File: src/rtl/bmi_pkg.sv
// Shared types and constants for the binary modular inverse block.
// Used by bmi_datapath, bmi_ctrl and binary_modular_inverse; no dependencies.
`timescale 1ns / 1ps

package bmi_pkg;

    // Fixed widths of the request and response fields.
    localparam int ValueW = 32;
    localparam int ModW   = 31;

    // Sequencer states, one-hot.
    typedef enum logic [2:0] {
        ST_IDLE = 3'b001,
        ST_RUN  = 3'b010,
        ST_DONE = 3'b100
    } bmi_state_t;

    // Operation of the shared step unit.
    typedef enum logic [1:0] {
        OP_HALVE_U = 2'd0,
        OP_HALVE_V = 2'd1,
        OP_SUB_U   = 2'd2,
        OP_SUB_V   = 2'd3
    } bmi_op_t;

    // Flags from the datapath to the sequencer.
    typedef struct packed {
        logic in_bad;
        logic u_one;
        logic v_one;
        logic u_zero;
        logic v_zero;
        logic u_even;
        logic v_even;
        logic u_ge_v;
    } bmi_status_t;

    // Commands from the sequencer to the datapath.
    typedef struct packed {
        logic    load;
        logic    step;
        logic    finish;
        logic    reject;
        bmi_op_t op;
    } bmi_cmd_t;

endpackage

File: src/rtl/bmi_datapath.sv
// Operand registers and the shared step unit of the binary modular inverse.
// Depends on bmi_pkg for the command and status structs.
`timescale 1ns / 1ps

module bmi_datapath
    import bmi_pkg::*;
#(
    parameter int WIDTH = 32
)
(
    input  logic               clk,
    input  logic [ValueW-1:0]  value,
    input  logic [ModW-1:0]    modulus,
    input  bmi_cmd_t           cmd,
    output bmi_status_t        status,
    output logic [ModW-1:0]    inverse,
    output logic               no_inverse
);

    // V starts as the full modulus, so the registers are at least ModW wide.
    localparam int VW = (WIDTH > ModW) ? WIDTH : ModW;
    localparam logic [VW-1:0] ONES  = '1;
    localparam logic [VW-1:0] WMASK = ONES >> (VW - WIDTH);

    logic [VW-1:0]   u_reg, u_next;
    logic [VW-1:0]   v_reg, v_next;
    logic [VW-1:0]   x1_reg, x1_next;
    logic [VW-1:0]   x2_reg, x2_next;
    logic [ModW-1:0] m_reg, m_next;
    logic [ModW-1:0] inv_reg, inv_next;
    logic            noinv_reg, noinv_next;

    logic [VW-1:0] a_in;
    logic [VW-1:0] m_ext;
    logic          op_is_u;
    logic          op_halve;
    logic [VW-1:0] big, small_op;
    logic [VW-1:0] xa, xb;
    logic [VW-1:0] uv_new;
    logic [VW:0]   xsum;
    logic [VW-1:0] x_half;
    logic [VW:0]   xdiff;
    logic [VW-1:0] x_wrap;
    logic [VW-1:0] x_sub;
    logic [VW-1:0] x_new;
    logic [VW-1:0] res;
    logic [VW:0]   rdiff;
    logic [VW-1:0] fin;

    // Request value masked to WIDTH bits.
    assign a_in  = VW'(value) & WMASK;
    assign m_ext = VW'(m_reg);

    // Input checks seen by the sequencer at accept time.
    assign status.in_bad = (a_in == '0) || !modulus[0] || (modulus < ModW'(3));
    assign status.u_one  = (u_reg == VW'(1));
    assign status.v_one  = (v_reg == VW'(1));
    assign status.u_zero = (u_reg == '0);
    assign status.v_zero = (v_reg == '0);
    assign status.u_even = !u_reg[0];
    assign status.v_even = !v_reg[0];
    assign status.u_ge_v = (u_reg >= v_reg);

    // Operand selection: the unit works on U/X1 or on V/X2.
    assign op_is_u  = (cmd.op == OP_HALVE_U) || (cmd.op == OP_SUB_U);
    assign op_halve = (cmd.op == OP_HALVE_U) || (cmd.op == OP_HALVE_V);
    assign big      = op_is_u ? u_reg : v_reg;
    assign small_op = op_is_u ? v_reg : u_reg;
    assign xa       = op_is_u ? x1_reg : x2_reg;
    assign xb       = op_is_u ? x2_reg : x1_reg;

    // U or V: halve, or subtract the smaller from the larger.
    assign uv_new = op_halve ? (big >> 1) : ((big - small_op) & WMASK);

    // X halving modulo the modulus; the carry out of the add is dropped.
    assign xsum   = {1'b0, xa} + {1'b0, (xa[0] ? m_ext : '0)};
    assign x_half = (xsum[VW-1:0] & WMASK) >> 1;

    // X modular subtract: add the modulus back on a borrow.
    assign xdiff  = {1'b0, xa} - {1'b0, xb};
    assign x_wrap = xdiff[VW-1:0] + m_ext;
    assign x_sub  = (xdiff[VW] ? x_wrap : xdiff[VW-1:0]) & WMASK;
    assign x_new  = op_halve ? x_half : x_sub;

    // Final pick and one conditional subtraction of the modulus.
    assign res   = status.u_one ? x1_reg : x2_reg;
    assign rdiff = {1'b0, res} - {1'b0, m_ext};
    assign fin   = rdiff[VW] ? res : rdiff[VW-1:0];

    // Next-state selection for the operand and result registers.
    always_comb
    begin
        u_next     = u_reg;
        v_next     = v_reg;
        x1_next    = x1_reg;
        x2_next    = x2_reg;
        m_next     = m_reg;
        inv_next   = inv_reg;
        noinv_next = noinv_reg;
        if (cmd.load)
        begin
            u_next  = a_in;
            v_next  = VW'(modulus);
            x1_next = VW'(1);
            x2_next = '0;
            m_next  = modulus;
        end
        else if (cmd.step)
        begin
            if (op_is_u)
            begin
                u_next  = uv_new;
                x1_next = x_new;
            end
            else
            begin
                v_next  = uv_new;
                x2_next = x_new;
            end
        end
        if (cmd.finish)
        begin
            inv_next   = fin[ModW-1:0];
            noinv_next = 1'b0;
        end
        else if (cmd.reject)
        begin
            inv_next   = '0;
            noinv_next = 1'b1;
        end
    end

    // Payload registers carry no reset.
    always_ff @(posedge clk)
    begin
        u_reg     <= u_next;
        v_reg     <= v_next;
        x1_reg    <= x1_next;
        x2_reg    <= x2_next;
        m_reg     <= m_next;
        inv_reg   <= inv_next;
        noinv_reg <= noinv_next;
    end

    assign inverse    = inv_reg;
    assign no_inverse = noinv_reg;

endmodule

File: src/rtl/bmi_ctrl.sv
// Sequencer of the binary modular inverse: handshake, step choice and step cap.
// Depends on bmi_pkg for the state, command and status types.
`timescale 1ns / 1ps

module bmi_ctrl
    import bmi_pkg::*;
#(
    parameter int MAX_STEPS = 4096
)
(
    input  logic        clk,
    input  logic        rst_n,
    input  logic        req_valid,
    output logic        req_stall,
    output logic        rsp_valid,
    input  logic        rsp_stall,
    input  bmi_status_t status,
    output bmi_cmd_t    cmd
);

    localparam int CW = $clog2(MAX_STEPS + 1);

    bmi_state_t    state_reg, state_next;
    logic [CW-1:0] cnt_reg, cnt_next;
    logic          cap_hit;

    // No request is taken while reset is applied.
    assign cap_hit   = (cnt_reg == CW'(MAX_STEPS));
    assign req_stall = !rst_n || (state_reg != ST_IDLE);
    assign rsp_valid = (state_reg == ST_DONE);

    // Step selection and state transitions.
    always_comb
    begin
        state_next = state_reg;
        cnt_next   = cnt_reg;
        cmd        = '{load: 1'b0, step: 1'b0, finish: 1'b0, reject: 1'b0, op: OP_HALVE_U};
        case (state_reg)
            ST_IDLE:
            begin
                if (req_valid)
                begin
                    if (status.in_bad)
                    begin
                        cmd.reject = 1'b1;
                        state_next = ST_DONE;
                    end
                    else
                    begin
                        cmd.load   = 1'b1;
                        cnt_next   = '0;
                        state_next = ST_RUN;
                    end
                end
            end
            ST_RUN:
            begin
                if (status.u_one || status.v_one)
                begin
                    cmd.finish = 1'b1;
                    state_next = ST_DONE;
                end
                else if (cap_hit || status.u_zero || status.v_zero)
                begin
                    cmd.reject = 1'b1;
                    state_next = ST_DONE;
                end
                else
                begin
                    cmd.step = 1'b1;
                    cnt_next = cnt_reg + CW'(1);
                    if (status.u_even)
                    begin
                        cmd.op = OP_HALVE_U;
                    end
                    else if (status.v_even)
                    begin
                        cmd.op = OP_HALVE_V;
                    end
                    else if (status.u_ge_v)
                    begin
                        cmd.op = OP_SUB_U;
                    end
                    else
                    begin
                        cmd.op = OP_SUB_V;
                    end
                end
            end
            ST_DONE:
            begin
                if (!rsp_stall)
                begin
                    state_next = ST_IDLE;
                end
            end
            default:
            begin
                state_next = ST_IDLE;
            end
        endcase
    end

    always_ff @(posedge clk or negedge rst_n)
    begin
        if (!rst_n)
        begin
            state_reg <= ST_IDLE;
            cnt_reg   <= '0;
        end
        else
        begin
            state_reg <= state_next;
            cnt_reg   <= cnt_next;
        end
    end

endmodule

File: src/rtl/binary_modular_inverse.sv
// Top level of the binary extended-GCD modular inverse.
// Instantiates bmi_ctrl and bmi_datapath; uses bmi_pkg.
//
//  Channel   Signals                          Direction
//  request   req_valid, req_stall, value,     into the block
//            modulus
//  response  rsp_valid, rsp_stall, inverse,   out of the block
//            no_inverse
//
// One request is worked at a time. A request with a valid modulus is worked
// one GCD step per cycle by the single step unit, and the step count is
// capped at MAX_STEPS. A request rejected at entry has its response in the
// next cycle. req_stall is high from acceptance until the response is
// taken. Reset clears only the sequencer.
`timescale 1ns / 1ps

module binary_modular_inverse
    import bmi_pkg::*;
#(
    parameter int WIDTH     = 32,
    parameter int MAX_STEPS = 4096
)
(
    input  logic              clk,
    input  logic              rst_n,
    input  logic              req_valid,
    output logic              req_stall,
    input  logic [ValueW-1:0] value,
    input  logic [ModW-1:0]   modulus,
    output logic              rsp_valid,
    input  logic              rsp_stall,
    output logic [ModW-1:0]   inverse,
    output logic              no_inverse
);

    bmi_status_t status;
    bmi_cmd_t    cmd;

    // Sequencer.
    bmi_ctrl #(
        .MAX_STEPS (MAX_STEPS)
    ) u_ctrl (
        .clk       (clk),
        .rst_n     (rst_n),
        .req_valid (req_valid),
        .req_stall (req_stall),
        .rsp_valid (rsp_valid),
        .rsp_stall (rsp_stall),
        .status    (status),
        .cmd       (cmd)
    );

    // Operand registers and shared step unit.
    bmi_datapath #(
        .WIDTH (WIDTH)
    ) u_datapath (
        .clk        (clk),
        .value      (value),
        .modulus    (modulus),
        .cmd        (cmd),
        .status     (status),
        .inverse    (inverse),
        .no_inverse (no_inverse)
    );

    // A new request is never taken while a response is pending.
    assert property (@(posedge clk) disable iff (!rst_n)
        !(req_valid && !req_stall && rsp_valid))
        else $error("request accepted while a response is pending");

    // A failed inverse always reads as zero.
    assert property (@(posedge clk) disable iff (!rst_n)
        (rsp_valid && no_inverse) |-> (inverse == '0))
        else $error("nonzero inverse reported with no_inverse set");

    // Once the response is taken the block is ready for the next request.
    assert property (@(posedge clk) disable iff (!rst_n)
        (rsp_valid && !rsp_stall) |=> (!req_stall && !rsp_valid))
        else $error("block not idle after the response was taken");

endmodule
File: config.mk
export PLATFORM = sky130hd
export DESIGN_NAME = binary_modular_inverse
export DESIGN_NICKNAME = d
export VERILOG_FILES = /design/src/rtl/bmi_pkg.sv /design/src/rtl/bmi_datapath.sv /design/src/rtl/bmi_ctrl.sv /design/src/rtl/binary_modular_inverse.sv
export SDC_FILE = /design/constraint.sdc
export NUM_CORES = 1
export LEC_CHECK = 0
export BUFFER_PORTS_ARGS = -buffer_cell sky130_fd_sc_hd__buf_2
export CAP_MARGIN = 40
export CORE_AREA = 2 2 189 191
export CTS_CLUSTER_DIAMETER = 60
export DETAILED_ROUTE_END_ITERATION = 6
export DIE_AREA = 0 0 191 193
export PLACE_DENSITY_LB_ADDON = 0.25
export SLEW_MARGIN = 20
export SYNTH_ARGS = -nofsm -noshare
export SYNTH_HDL_FRONTEND = slang
export SYNTH_SLANG_ARGS = --single-unit
File: constraint.sdc
create_clock -name clk -period 26.4 [get_ports clk]
set_input_delay 3.96 -clock clk [delete_from_list [all_inputs] [get_ports clk]]
set_output_delay 3.96 -clock clk [all_outputs]
set_load 0.05 [all_outputs]
==> impl_metrics.tcl, run 1 <==
set metrics [dict create \
    grt_pass1_vias 19200 \
    dr.pass1.iters 6 \
    drtIter0Drc 2265 \
    synth_top_area_share_pct 18.2 \
    crit_buf_inv 2 \
    cts_setup_buffers 0 \
    crit_top_cell "o21ai_0" \
    synth_area_leaders "edfxtp_1 18%, ha_1 8.1%, dfxtp_1 6.4%, nand2_1 6.0%, a21oi_1 4.8%" \
    synth_fp_nets 2868 \
    fillers 3168 \
    cts-root-buf "clkbuf_16" \
    yosysSeqAreaShare_pct 26.6 \
    vias 20700 \
    grt_overflow 0 \
    core_region_area_um2 35000 \
    area_delta_synth_final_pct 8.32 \
    yosysUniqueCellTypes 94 \
    ys_ff_latch 207 \
    outcome "finished, final reports clean" \
    yosys.area_share.simple_pct 22.6 \
    max_stage_delay_ns 0.79 \
    holdWs_ns 0.468 \
    cp_max_fo 66 \
    drv_cap 0 \
    antenna_found_initial 0 \
    yosys.area.top_type "edfxtp_1" \
    fmax_mhz 112 \
    ys.flop_type "edfxtp_1" \
    cts_tree "built" \
    via_per_inst 6.53 \
    grt_max_degree 82 \
    post_drt_wl_per_cell_um 21.0 \
    top_usage_layer "met2" \
    die_h_um 193 \
    tightest_slew_ns 0.896 \
    track_usage_pct 35.4 \
    hold_viol_final 0 \
    die_w_um 191 \
    synthXorXnorAreaFrac_pct 6.63 \
    clock_path_buffers 3 \
    tns_ns 0 \
    synth_top_family_by_area "compound AO/OA/AOI/OAI gates" \
    antenna_cells 0 \
    crit_path_start_kind "register" \
    cts.sinks 207 \
    numPortBuffers 100 \
    setup_viol 0 \
    maxSlewViolCount 0 \
    min_path_type "reg -> reg" \
    synth_fa_ha_area_share_pct 9.33 \
    synth.most_common_cell "nand2_1" \
    ctsResizeCount 0 \
    die_area_um2 36900 \
    crit_path_end_kind "register" \
    route.antenna.remaining_nets 0 \
    syn_inst 2665 \
    start_util_pct 59.0 \
    crit_slowest_cell "buf_4" \
    ios 101 \
    met2_usage_pct 56.9 \
    fin_nets 2882 \
    grt_pass1_wl_um 103000 \
    criticalPathCategory "reg -> reg" \
    synthMuxAreaShare_pct 4.27 \
    arrival_ns 9.41 \
    synth_edf_count 125 \
    avgSynthCellArea_um2 7.74 \
    ys_warn_count 0 \
    finalWirelength_um 66300 \
    relSlewSlack_pct 38.7 \
    fin_crit_ns 8.92 \
    htreeDepth 1 \
    hpwl_um 48900 \
    cts_hold_buffers 0 \
    use_met3_pct 4.18 \
    worst_ep_required_time_ns 26.88 \
    synth_commonest_cells "328 x nand2_1, 241 x nor2_1, 198 x a21oi_1, 195 x o21ai_0, 137 x inv_1" \
    drcViolationCount 0 \
    period_share_pct 33.8 \
    critical-path-top-delay-family "compound AO/OA/AOI/OAI gates" \
    synth_compound_area_share_pct 25.2 \
    place_congestion 1.02 \
    layout-drive-gt1-share_pct 9.03 \
    met1_usage_pct 48.0 \
    finClkSkew_ns 0.0207 \
    rsz0062_at_grt "no" \
    synth_area_um2 20600 \
    cts.clk_slew.worst_paths_ns 0.06 \
    clk_latency_ns 0.58 \
    ys_async_sr_fraction_pct 7.73 \
    numCtsBuffers 29 \
    placementRows 69 \
]
[worst reg2reg max path, delay by kind of cell, from the launching register on]
kind	cells	cell delay, ns
AND/OR/NAND/NOR	7	1.18
adder cells (fa/ha/maj)	3	0.96
flip-flops	1	0.41
XOR/XNOR	2	0.26
AO/OA/AOI/OAI	17	5.00
buffers and inverters	2	0.88
multiplexers	1	0.15
[final cells by class]
type | count | area (um^2) | area share [%]
clock buffer | 35 | 748 | 3.35
clock inverter | 18 | 228 | 1.02
multi-input combinational | 2177 | 14100 | 63.0
inverter | 140 | 527 | 2.36
tap | 461 | 577 | 2.58
timing repair buffer | 124 | 697 | 3.12
sequential | 207 | 5480 | 24.5
[metrics by stage]
stage          util (%)  cells  worst slack (ns)  cell area, um^2
2_1_floorplan         -   2665             18.09            20600
3_5_place_dp       61.1   3109             17.81            21400
3_3_place_gp       61.0   3107             17.85            21300
5_1_grt            63.9   3162             16.84            22300
6_report           63.9   3162             17.48            22300
4_1_cts            63.9   3162             17.76            22300
[final timing paths]
kind                                    endpoint  cells after the start  slack [ns]                  start
setup / recovery           u_datapath.x1_reg[28]                     32       17.48   u_datapath.v_reg[29]
hold / removal             u_datapath.no_inverse                      1        0.47  u_datapath.no_inverse
setup reg to reg           u_datapath.x1_reg[28]                     32       17.48   u_datapath.v_reg[29]
hold reg to reg            u_datapath.no_inverse                      1        0.47  u_datapath.no_inverse
max in group asynchronous    u_ctrl.state_reg[0]                      1       22.77                  rst_n
min in group asynchronous      u_ctrl.cnt_reg[7]                      1        3.31                  rst_n
[cell usage in the layout, fill, tap and decap left out, types with 60 or more instances in the layout]
cell type	netlist	layout
buf_2	13	100
a21oi_1	198	198
nand2_1	328	327
a21o_1	60	60
xnor2_1	106	106
nand3_1	65	64
o21ai_0	195	195
nor2_1	241	240
inv_1	137	136
dfxtp_1	66	66
ha_1	133	133
edfxtp_1	125	125
[logic make-up after synthesis]
kind of cell    count (synthesis)
mux                            84
buf+inv                       281
xor+xnor                      156
compound gates                798
simple gates                  983
flops                         207
fa+ha+maj                     156
[metal layers]
| metal | wire, um | vias to the layer above |
|---|---|---|
| met1 | 28000 | 9652 |
| met4 | 2930 | 0 |
| met2 | 29200 | 1046 |
| met3 | 6170 | 191 |
| li1 | - | 9761 |
| met5 | 0 | - |
Power of run 1 is not shown: default switching activity piles up to over one toggle a cycle in this logic, so the estimate is an artifact.
==> inputs of run 2 (changes only) <==
--- a/config.mk
+++ b/config.mk
@@ -5,12 +5,13 @@
 export SDC_FILE = /design/constraint.sdc
 export NUM_CORES = 1
 export LEC_CHECK = 0
+export ABC_AREA = 1
 export BUFFER_PORTS_ARGS = -buffer_cell sky130_fd_sc_hd__buf_2
 export CAP_MARGIN = 40
-export CORE_AREA = 2 2 189 191
+export CORE_AREA = 2 2 197 199
 export CTS_CLUSTER_DIAMETER = 60
 export DETAILED_ROUTE_END_ITERATION = 6
-export DIE_AREA = 0 0 191 193
+export DIE_AREA = 0 0 199 201
 export PLACE_DENSITY_LB_ADDON = 0.25
 export SLEW_MARGIN = 20
 export SYNTH_ARGS = -nofsm -noshare
==> constraint.sdc (replaced) <==
create_clock -name clk -period 7.4 [get_ports clk]
set_input_delay 1.11 -clock clk [delete_from_list [all_inputs] [get_ports clk]]
set_output_delay 1.11 -clock clk [all_outputs]
set_load 0.05 [all_outputs]
==> run 2 against run 1 <==
Compared with the run above:
- flip-flop and latch count stayed put
- hold slack hardly changed
- register-to-register slack worse by 16 ns
- via count is 12% higher
- die area is 8.5% higher
- clock skew is 0.0048 ns lower
- wire length is 4.0% higher
- setup slack worse by 16 ns
- highest routed layer unchanged
==> impl_metrics.tcl, run 2 <==
set metrics [dict create \
    crit_slowest_cell "buf_4" \
    antenna_found_initial 1 \
    tns_ns 0 \
    worst_slack_ns 0.979 \
    cts_setup_buffers 0 \
    max_stage_delay_ns 0.62 \
    rr_endpoint "u_datapath.x2_reg[24]" \
    layout-drive-gt1-share_pct 5.75 \
    yosysSeqAreaShare_pct 25.2 \
    die_area_um2 40000 \
    r2r_slack_ns 0.98 \
    synth_area_leaders "nand2_1 21%, edfxtp_1 17%, inv_1 9.7%, ha_1 7.6%, nor2_1 6.5%" \
    crit_path_end "u_datapath.x2_reg[24]" \
    rsz0062_at_grt "no" \
    synth_edf_count 125 \
    fmax_mhz 156 \
    hold_viol_final 0 \
    fin_nets 3890 \
    synth_fp_nets 3827 \
    synth_commonest_cells "1201 x nand2_1, 562 x inv_1, 378 x nor2_1, 270 x nand3_1, 206 x a21oi_1" \
    r2r_cells 41 \
    setup_viol 0 \
    finClkSkew_ns 0.0159 \
    via_per_inst 5.48 \
    route.antenna.remaining_nets 0 \
    min_path_type "in -> async" \
    numPortBuffers 100 \
    crit_path_start "u_datapath.u_reg[7]" \
    cts.sinks 207 \
    tightest_slew_ns 0.808 \
    grt_max_degree 71 \
    ys_async_sr_fraction_pct 7.73 \
    cts.clk_slew.worst_paths_ns 0.06 \
    hpwl_um 54800 \
    grt_overflow 0 \
    numCtsBuffers 27 \
    final_cell_mix "1199 x nand2_1, 562 x inv_1, 374 x nor2_1" \
    dr.pass1.iters 7 \
    crit_path_end_kind "register" \
    crit_path_start_kind "register" \
    grt_pass1_vias 21500 \
    cts_tree "built" \
    cp_max_fo 70 \
    htreeDepth 1 \
    post_drt_wl_per_cell_um 16.3 \
    relSlewSlack_pct 46.1 \
    ios 101 \
    clk_latency_ns 0.59 \
    arrival_ns 6.90 \
    area_delta_synth_final_pct 8.03 \
    synth_area_um2 21800 \
    cts-root-buf "clkbuf_16" \
    crit_top_cell "nand2_1" \
    vias 23200 \
    die_h_um 201 \
    drcViolationCount 0 \
    fin_util_pct 61.7 \
    fin_crit_ns 6.42 \
    placementRows 72 \
    period_share_pct 86.8 \
    critical-path-top-delay-family "simple AND/OR/NAND/NOR gates" \
    worst_ep_required_time_ns 7.88 \
    place_congestion 1.04 \
    synth_top_area_share_pct 20.7 \
    avgSynthCellArea_um2 6.01 \
    outcome "finished, final reports clean" \
    grt_pass1_wl_um 109000 \
    ys.flop_type "edfxtp_1" \
    maxSlewViolCount 0 \
    place_ws_ns 1.13 \
    drv_cap 0 \
    clock_path_buffers 3 \
    core_region_area_um2 38100 \
    final_common_cell "nand2_1" \
    yosysUniqueCellTypes 55 \
    cts_hold_buffers 0 \
    yosys.area.top_type "nand2_1" \
    track_usage_pct 34.4 \
    die_w_um 199 \
    regToRegStartpoint "u_datapath.u_reg[7]" \
    ys_warn_count 0 \
    start_util_pct 57.1 \
    ctsResizeCount 0 \
    ys_ff_latch 207 \
    crit_buf_inv 7 \
    finalWirelength_um 68900 \
    drtIter0Drc 2081 \
    syn_inst 3624 \
    criticalPathCategory "reg -> reg" \
    worst-path-stages 41 \
    synth.most_common_cell "nand2_1" \
]
==> run 2: logic make-up after synthesis <==
logic type | Yosys count | synth area share (%)
flip-flops | 207 | 25.2
AND/OR/NAND/NOR | 2010 | 38.2
AO/OA/AOI/OAI | 524 | 13.3
buffers and inverters | 662 | 12.0
XOR/XNOR | 85 | 3.42
adder cells (fa/ha/maj) | 136 | 7.92
==> run 2: worst min path at each step <==
stage,startpoint,to,slack [ns],cells after the start
after CTS,rst_n,u_ctrl.state_reg[1],0.46,1
after floorplan,u_ctrl.cnt_reg[11],u_ctrl.cnt_reg[11],0.46,1
after detailed placement,u_datapath.no_inverse,u_datapath.no_inverse,0.47,2
after global routing,rst_n,u_ctrl.state_reg[1],0.49,1
final,rst_n,u_ctrl.state_reg[1],0.47,1
after global placement,u_datapath.no_inverse,u_datapath.no_inverse,0.46,2
==> run 2: layout make-up <==
cell class | count | area (um^2)
Antenna cell | 1 | 2.50
Timing Repair Buffer | 121 | 683
Multi-Input combinational cell | 2755 | 13700
Sequential cell | 207 | 5480
Clock inverter | 18 | 144
Clock buffer | 30 | 687
Tap cell | 518 | 648
Inverter | 575 | 2160
Fill cell | 3855 | 14600
==> run 2: worst register-to-register path, delay by kind of cell (launching register included) <==
| kind | cells | cell delay [ns] |
|---|---|---|
| fa+ha+maj | 2 | 0.76 |
| flops | 1 | 0.47 |
| xor+xnor | 2 | 0.40 |
| buf+inv | 7 | 1.05 |
| simple gates | 24 | 2.47 |
| compound gates | 6 | 1.15 |
==> run 2: metrics by stage <==
| step | std cells | cell area [um^2] | hold slack, ns |
|---|---|---|---|
| 2_1_floorplan | 3624 | 21800 | 0.457 |
| 3_3_place_gp | 4174 | 22600 | 0.461 |
| 3_5_place_dp | 4176 | 22700 | 0.465 |
| 4_1_cts | 4224 | 23500 | 0.462 |
| 5_1_grt | 4225 | 23500 | 0.492 |
| 6_report | 4225 | 23500 | 0.468 |
==> run 2: layer usage <==
metal  wire, um  global-route usage (%)  up-vias
met1      28900                    44.8    10300
met2      31400                    57.5      878
met5          0                       0        -
met4       3330                    15.5        0
met3       5300                    3.34      184
li1           -                       -    11800
Power of run 2 is left out for the same reason.
